File: src/rtl/fpmk_pkg.sv
package fpmk_pkg;

  localparam int TIME_W  = 32;
  localparam int WORK_W  = 16;
  localparam int SLOT_W  = 3;
  localparam int MASK_W  = 8;
  localparam int LIMIT_W = 2;

  // Misses tolerated per window after reset.
  localparam logic [LIMIT_W-1:0] MISS_LIMIT_RST = 2'd1;

  typedef enum logic {
    ACT_TICK = 1'b0,
    ACT_LOAD = 1'b1
  } action_t;

  typedef struct packed {
    action_t             action;
    logic [SLOT_W-1:0]   task_slot;
    logic [WORK_W-1:0]   exec_time;
    logic [WORK_W-1:0]   task_period;
    logic [WORK_W-1:0]   rel_deadline;
    logic [TIME_W-1:0]   first_release;
  } in_item_t;

  typedef struct packed {
    logic [TIME_W-1:0]   tick_time;
    logic                busy_res;
    logic [SLOT_W-1:0]   granted_task;
    logic                job_done;
    logic                missed;
    logic                task_violated;
    logic [MASK_W-1:0]   violation_mask;
  } out_item_t;

endpackage

File: src/rtl/fpmk_if.sv
interface fpmk_in_if;
  import fpmk_pkg::*;

  logic     valid;
  logic     ready;
  in_item_t payload;

  modport source (output valid, output payload, input ready);
  modport sink (input valid, input payload, output ready);
endinterface

interface fpmk_out_if;
  import fpmk_pkg::*;

  logic      valid;
  logic      ready;
  out_item_t payload;

  modport source (output valid, output payload, input ready);
  modport sink (input valid, input payload, output ready);
endinterface

File: src/rtl/fixed_priority_mk_firm_scheduler.sv
// Fixed-priority task scheduler with (m,k)-firm deadline monitoring.
//
// Beats arrive on the items channel. A load beat writes one periodic task
// into the table at task_slot (lower slot means higher priority); a tick
// beat grants one time unit to the highest-priority released task that
// still has work, and then advances the tick counter. Every beat, load or
// tick, produces exactly one beat on the results channel.
//
// The result beat is valid in the cycle after the input beat is accepted, and
// one beat per cycle is taken while the receiver does not stall, set by the
// single pass through the priority pick, the deadline check and the window
// count between the table registers and the result register.
//
// The user must write the miss limit via cfg_we and cfg_data only while the
// block is idle; the block does not enforce it. Reset (synchronous, active
// high) clears the tick counter, all table valid and violation flags, empties
// the result register and sets the miss limit to one. While the receiver
// stalls, the result beat is held in the result register and items.ready
// stays low, so no input beat is taken until the held result is taken.
module fixed_priority_mk_firm_scheduler #(
  parameter int TASKS  = 8,
  parameter int WINDOW = 3
) (
  input  logic                         clk,
  input  logic                         rst,
  fpmk_in_if.sink                      items,
  fpmk_out_if.source                   results,
  input  logic                         cfg_we,
  input  logic [fpmk_pkg::LIMIT_W-1:0] cfg_data
);
  import fpmk_pkg::*;

  localparam int TIDX_W = (TASKS > 1) ? $clog2(TASKS) : 1;
  localparam int POS_W  = (WINDOW > 1) ? $clog2(WINDOW) : 1;
  localparam int CNT_W  = $clog2(WINDOW + 1);
  localparam int CMP_W  = (CNT_W > LIMIT_W) ? CNT_W : LIMIT_W;
  localparam logic [POS_W-1:0] POS_LAST = POS_W'(WINDOW - 1);

  // Control state.
  logic [TIME_W-1:0]  now;
  logic [TASKS-1:0]   entry_valid;
  logic [TASKS-1:0]   violated;
  logic [LIMIT_W-1:0] miss_limit;
  logic               out_valid;

  // Task table payload; every entry is written by a load before it is used.
  logic [WORK_W-1:0] wcet_store     [TASKS];
  logic [WORK_W-1:0] period_store   [TASKS];
  logic [WORK_W-1:0] remaining_work [TASKS];
  logic [TIME_W-1:0] release_time   [TASKS];
  logic [TIME_W-1:0] abs_deadline   [TASKS];
  logic [POS_W-1:0]  window_pos     [TASKS];
  logic [WINDOW-1:0] miss_window    [TASKS];

  out_item_t out_data;

  logic              accept;
  logic              is_load;
  logic              is_tick;
  logic [TASKS-1:0]  task_ready;
  logic [TASKS-1:0]  wr_sel;
  logic [TIDX_W-1:0] grant_idx;
  logic              grant;
  logic [WORK_W-1:0] rem_left;
  logic              done;
  logic              late;
  logic [POS_W-1:0]  pos;
  logic [POS_W-1:0]  pos_next;
  logic [WINDOW-1:0] win_new;
  logic [CNT_W-1:0]  miss_cnt;
  logic              over_limit;
  logic [TASKS-1:0]  violated_next;
  logic [MASK_W-1:0] mask_bits;
  out_item_t         out_data_next;

  // The result register frees its slot when its beat is taken, so a new
  // beat can enter in the same cycle.
  assign items.ready     = !rst && (!out_valid || results.ready);
  assign accept          = items.valid && items.ready;
  assign is_load         = accept && (items.payload.action == ACT_LOAD);
  assign is_tick         = accept && (items.payload.action == ACT_TICK);
  assign results.valid   = out_valid;
  assign results.payload = out_data;

  // A task is runnable once loaded, released and with work left. Slots
  // outside the table never match, so such loads are dropped.
  always_comb begin
    for (int i = 0; i < TASKS; i++) begin
      task_ready[i] = entry_valid[i] && (remaining_work[i] != '0) &&
                      (release_time[i] <= now);
      wr_sel[i]     = is_load && (int'(items.payload.task_slot) == i);
    end
  end

  // Priority encoder: the lowest runnable index wins.
  always_comb begin
    grant_idx = '0;
    for (int i = TASKS - 1; i >= 0; i--) begin
      if (task_ready[i]) begin
        grant_idx = TIDX_W'(i);
      end
    end
  end

  assign grant    = is_tick && (|task_ready);
  assign rem_left = remaining_work[grant_idx] - WORK_W'(1);
  assign done     = (rem_left == '0);
  assign late     = now > abs_deadline[grant_idx];
  assign pos      = window_pos[grant_idx];
  assign pos_next = (pos == POS_LAST) ? '0 : pos + POS_W'(1);

  // The finished job overwrites the oldest slot of the ring window.
  always_comb begin
    win_new      = miss_window[grant_idx];
    win_new[pos] = late;
  end

  assign miss_cnt   = CNT_W'($countones(win_new));
  assign over_limit = CMP_W'(miss_cnt) > CMP_W'(miss_limit);

  // A reload clears the flag; a finished job over the limit sets it.
  always_comb begin
    violated_next = violated;
    for (int i = 0; i < TASKS; i++) begin
      if (wr_sel[i]) begin
        violated_next[i] = 1'b0;
      end
    end
    if (grant && done && over_limit) begin
      violated_next[grant_idx] = 1'b1;
    end
  end

  for (genvar b = 0; b < MASK_W; b++) begin : g_mask
    if (b < TASKS) begin : g_bit
      assign mask_bits[b] = violated_next[b];
    end else begin : g_pad
      assign mask_bits[b] = 1'b0;
    end
  end

  always_comb begin
    out_data_next.tick_time      = now;
    out_data_next.busy_res       = grant;
    out_data_next.granted_task   = grant ? SLOT_W'(grant_idx) : '0;
    out_data_next.job_done       = grant && done;
    out_data_next.missed         = grant && done && late;
    out_data_next.task_violated  = grant && violated_next[grant_idx];
    out_data_next.violation_mask = mask_bits;
  end

  always_ff @(posedge clk) begin
    if (rst) begin
      now         <= '0;
      entry_valid <= '0;
      violated    <= '0;
      miss_limit  <= MISS_LIMIT_RST;
      out_valid   <= 1'b0;
    end else begin
      if (cfg_we) begin
        miss_limit <= cfg_data;
      end
      if (is_tick) begin
        now <= now + TIME_W'(1);
      end
      entry_valid <= entry_valid | wr_sel;
      violated    <= violated_next;
      if (accept) begin
        out_valid <= 1'b1;
      end else if (results.ready) begin
        out_valid <= 1'b0;
      end
    end
  end

  always_ff @(posedge clk) begin
    if (accept) begin
      out_data <= out_data_next;
    end
  end

  // Table update: a load restarts the entry; the granted task burns one
  // unit and, when its job completes, re-arms one period later.
  always_ff @(posedge clk) begin
    for (int i = 0; i < TASKS; i++) begin
      if (wr_sel[i]) begin
        wcet_store[i]     <= items.payload.exec_time;
        period_store[i]   <= items.payload.task_period;
        remaining_work[i] <= items.payload.exec_time;
        release_time[i]   <= items.payload.first_release;
        abs_deadline[i]   <= items.payload.first_release +
                             TIME_W'(items.payload.rel_deadline);
        window_pos[i]     <= '0;
        miss_window[i]    <= '0;
      end else if (grant && (grant_idx == TIDX_W'(i))) begin
        if (done) begin
          remaining_work[i] <= wcet_store[i];
          release_time[i]   <= release_time[i] + TIME_W'(period_store[i]);
          abs_deadline[i]   <= abs_deadline[i] + TIME_W'(period_store[i]);
          window_pos[i]     <= pos_next;
          miss_window[i]    <= win_new;
        end else begin
          remaining_work[i] <= rem_left;
        end
      end
    end
  end

endmodule

File: src/flat_wrapper.sv
// flat-port wrapper written by rule: the top's interface ports become plain ports
module fixed_priority_mk_firm_scheduler_flat import fpmk_pkg::*;
#(
  parameter int TASKS  = 8,
  parameter int WINDOW = 3
)
  (clk, rst, cfg_we, cfg_data, items_valid, items_payload, items_ready, results_valid, results_payload, results_ready);
  fpmk_in_if items_i ();
  fpmk_out_if results_i ();
  input  logic clk;
  input  logic rst;
  input  logic cfg_we;
  input  logic [fpmk_pkg::LIMIT_W-1:0] cfg_data;
  input wire logic [$bits(items_i.valid)-1:0] items_valid;
  input wire logic [$bits(items_i.payload)-1:0] items_payload;
  output wire logic [$bits(items_i.ready)-1:0] items_ready;
  output wire logic [$bits(results_i.valid)-1:0] results_valid;
  output wire logic [$bits(results_i.payload)-1:0] results_payload;
  input wire logic [$bits(results_i.ready)-1:0] results_ready;
  assign items_i.valid = items_valid;
  assign items_i.payload = items_payload;
  assign items_ready = items_i.ready;
  assign results_valid = results_i.valid;
  assign results_payload = results_i.payload;
  assign results_i.ready = results_ready;
  fixed_priority_mk_firm_scheduler #(.TASKS(TASKS), .WINDOW(WINDOW)) u_core (.clk(clk), .rst(rst), .items(items_i), .results(results_i), .cfg_we(cfg_we), .cfg_data(cfg_data));
endmodule
File: config.mk
export PLATFORM = sky130hd
export DESIGN_NAME = fixed_priority_mk_firm_scheduler_flat
export DESIGN_NICKNAME = d
export VERILOG_FILES = /design/src/rtl/fpmk_pkg.sv /design/src/rtl/fpmk_if.sv /design/src/rtl/fixed_priority_mk_firm_scheduler.sv /design/src/flat_wrapper.sv
export SDC_FILE = /design/constraint.sdc
export NUM_CORES = 2
export LEC_CHECK = 0
export ABC_AREA = 0
export BUFFER_PORTS_ARGS = -buffer_cell sky130_fd_sc_hd__buf_2
export CAP_MARGIN = 20
export CORE_ASPECT_RATIO = 2
export CORE_MARGIN = 2
export CORE_UTILIZATION = 50
export CTS_BUF_LIST = sky130_fd_sc_hd__clkbuf_4 sky130_fd_sc_hd__clkbuf_8
export DETAILED_ROUTE_END_ITERATION = 8
export PLACE_DENSITY = 0.74
export SLEW_MARGIN = 20
export SYNTH_ARGS = -nofsm -noshare
export SYNTH_HDL_FRONTEND = slang
export SYNTH_SLANG_ARGS = --single-unit
File: constraint.sdc
create_clock -name clk -period 24.2 [get_ports clk]
set_input_delay 4.84 -clock clk [delete_from_list [all_inputs] [get_ports clk]]
set_output_delay 4.84 -clock clk [all_outputs]
set_load 0.01 [all_outputs]
==> results.py <==
metrics = {
    "global_route": {
        "antenna_found_initial": 42,
        "gr-total-overflow": 0,
        "grt_pass1_vias": 55700,
        "track_usage": 0.422,
        "grt_pass1_wl_um": 399000,
        "grt_max_degree": 70,
    },
    "route": {
        "detail-route-antenna-nets": 0,
        "drt-initial-drc-count": 7031,
        "wl_per_cell_um": 32.3,
        "vias": 57200,
        "firstDrtPassIters": 8,
        "via_per_inst": 6.58,
        "route.detailed.drc": 0,
        "wl_um": 281000,
    },
    "yosys": {
        "synth_area_per_cell_um2": 9.86,
        "netlist_instances": 6706,
        "synth_nets": 7380,
        "ys_types": 97,
        "ys_seq_area_frac": 0.462,
        "synth_seq_cells": 1034,
        "synth_ff_type": "edfxtp_1",
        "synth_top_cell_area_share": 0.446,
        "synth_edf_count": 983,
        "synth_top_cell_by_area": "edfxtp_1",
        "synthTopCellsByArea": "edfxtp_1 (45%), ha_1 (11%), xnor2_1 (5.2%), nand2_1 (4.9%), a21oi_1 (4.3%)",
        "syn_area_mm2": 0.0662,
        "yosys_warnings": 0,
        "async_flop_share": 0,
    },
    "worst_setup_path": {
        "setup.worst_path.end_class": "register",
        "crit_fanout": 48,
        "crit_arrival_ns": 12.66,
        "cp-start-kind": "register",
        "path_class": "reg2reg",
        "cpPeakStageDelay_ns": 0.98,
        "worstPathRequired_ns": 24.88,
        "crit_slowest_cell": "nor4_1",
    },
    "sta": {
        "hold_viol_final": 0,
        "setup_viol": 0,
        "finClkSkew_ns": 0.0641,
        "layout_min_cycle_time_ns": 11.99,
        "max_freq_mhz": 83.4,
        "tns_ns": 0,
        "relSlewSlack": 0.126,
        "drv_slew": 0,
        "worst_pin_slew_ns": 1.31,
        "finalCritPeriodShare": 0.495,
        "rsz0062_at_grt": "no",
    },
    "placed_design": {
        "place_congestion": 1.17,
        "io_buffers": 139,
        "dpl.hpwl_um": 207000,
    },
    "floorplanning": {
        "die_w_um": 261,
        "initial_core_util": 0.504,
        "die_h_um": 518,
        "top_level_ports": 140,
        "rows": 188,
        "core_mm2": 0.131,
        "dieArea_mm2": 0.135,
    },
    "clock_tree": {
        "htreeDepth": 4,
        "clockBufferDepth": 3,
        "cts_hold_buf": 0,
        "cts_tree": "built",
        "clock-sinks": 1034,
        "clkLatencyLatePin_ns": 0.96,
        "cts-resized-gates": 0,
        "numCtsBuffers": 155,
        "cts.root.buffer_cell": "clkbuf_8",
        "cts_setup_buffers": 0,
        "path_clk_slew_ns": 0.07,
    },
    "pwr": {
        "ir_drop_mv": 0.0529,
        "p_leak_nw": 27.3,
        "p_per_area_mw_per_mm2": 53.4,
    },
    "final_layout": {
        "postLayoutCoreUtil": 0.551,
        "layout_common_cells": "edfxtp_1 (983), nand2_1 (842), ha_1 (565)",
        "final_common_cell": "edfxtp_1",
        "area_delta_synth_final_pct": 9.33,
        "drive_above_1_share": 0.0915,
        "nNetsFinal": 7501,
    },
    "status": {
        "outcome": "completed",
    },
    "hold_path": {
        "min_path_type": "reg2reg",
    },
    "run": {
        "drv_cap": 0,
    },
}
[through the flow]
stage	setup WS, ns	power (mW)	area [um^2]	cells	hold slack, ns
floorplan	14.18	2.19	66200	6706	0.433
global placement	13.18	2.31	68700	8369	0.443
detailed placement	13.08	2.32	68800	8370	0.454
CTS	13.06	3.83	71900	8650	0.465
global route	12.18	3.94	72200	8671	0.485
finish	12.21	3.86	72300	8702	0.468
[power by group]
group          switching [mW]  internal, mW
combinational           0.222        0.0908
clock                   0.767         0.786
sequential             0.0155          1.98
total                    1.00          2.86
[final timing paths]
path / start / endpoint / slack [ns] / cells after the start
worst min register to register: u_core.entry_valid[1] / u_core.entry_valid[1] / 0.47 / 2
worst max-delay path: u_core.now[23] / u_core.results.payload[8] / 12.21 / 38
worst max register to register: u_core.now[23] / u_core.results.payload[8] / 12.21 / 38
worst min-delay path: u_core.entry_valid[1] / u_core.entry_valid[1] / 0.47 / 2
[layout make-up]
cell class,instances,area [um^2]
diodes,42,105
repair buffers,245,1530
clock buffers,206,2550
fillers,11600,58900
well taps,1710,2140
clock inverters,74,621
inverters,380,1430
flip-flops and latches,1034,30500
multi-input cells,5011,33400
[layer usage]
| metal | share of wire | wire (um) | vias up | GRT usage |
|---|---|---|---|---|
| li1 | - | - | 24700 | - |
| met1 | 0.29 | 80900 | 26800 | 0.390 |
| met2 | 0.46 | 129000 | 3841 | 0.665 |
| met3 | 0.093 | 26100 | 1834 | 0.142 |
| met4 | 0.16 | 44700 | 30 | 0.504 |
| met5 | 0.00070 | 197 | - | 0 |
[synthesized netlist by cell type, types with 13 or more instances]
master / instances
a21oi_1: 568
ha_1: 565
nand3_1: 147
nor2b_1: 49
and4_1: 13
buf_2: 69
nor3b_1: 26
nand4_1: 127
mux2i_1: 82
xnor2_1: 393
edfxtp_1: 983
a211oi_1: 43
a21o_1: 46
o2111ai_1: 14
nand2b_1: 43
inv_1: 379
o31ai_1: 74
nand2_1: 860
o21ai_1: 26
nor2_1: 540
a221oi_1: 14
a311oi_1: 21
o22ai_1: 35
a31oi_1: 33
o211ai_1: 36
buf_4: 19
clkbuf_1: 155
xor2_1: 117
a22oi_1: 21
nor3_1: 60
and3_1: 80
nor4_1: 56
o21a_1: 39
buf_1: 31
fa_1: 18
o21ai_0: 556
a21boi_0: 94
dfxtp_1: 51
and2_1: 20
[registers in the layout (all words and copies together) (netlist names)]
signal                  flops
u_core.abs_deadline       256
u_core.miss_limit           2
u_core.wcet_store         128
u_core.violated             8
u_core.results.valid        1
u_core.miss_window         24
u_core.period_store       128
u_core.entry_valid          8
u_core.results.payload     47
u_core.now                 32
u_core.window_pos          16
u_core.release_time       256
u_core.remaining_work     128
[worst max-delay path: cells and delay by family (launching register included)]
kind	cells	cell delay, ns
compound gates	16	4.89
fa+ha+maj	4	1.46
buf+inv	4	1.75
flops	1	0.54
simple gates	14	2.89
[kinds of logic after synthesis]
family | Yosys count | share of synthesized area
AOI/OAI and AO/OA | 1719 | 0.155
xor gates and xnor gates | 511 | 0.0678
adders and majority gates | 583 | 0.112
buffers and inverters | 661 | 0.0407
DFF | 1034 | 0.462
muxes | 107 | 0.0187
and+or+nand+nor | 2091 | 0.144
Note: power is estimated with default switching activity, not from simulation.
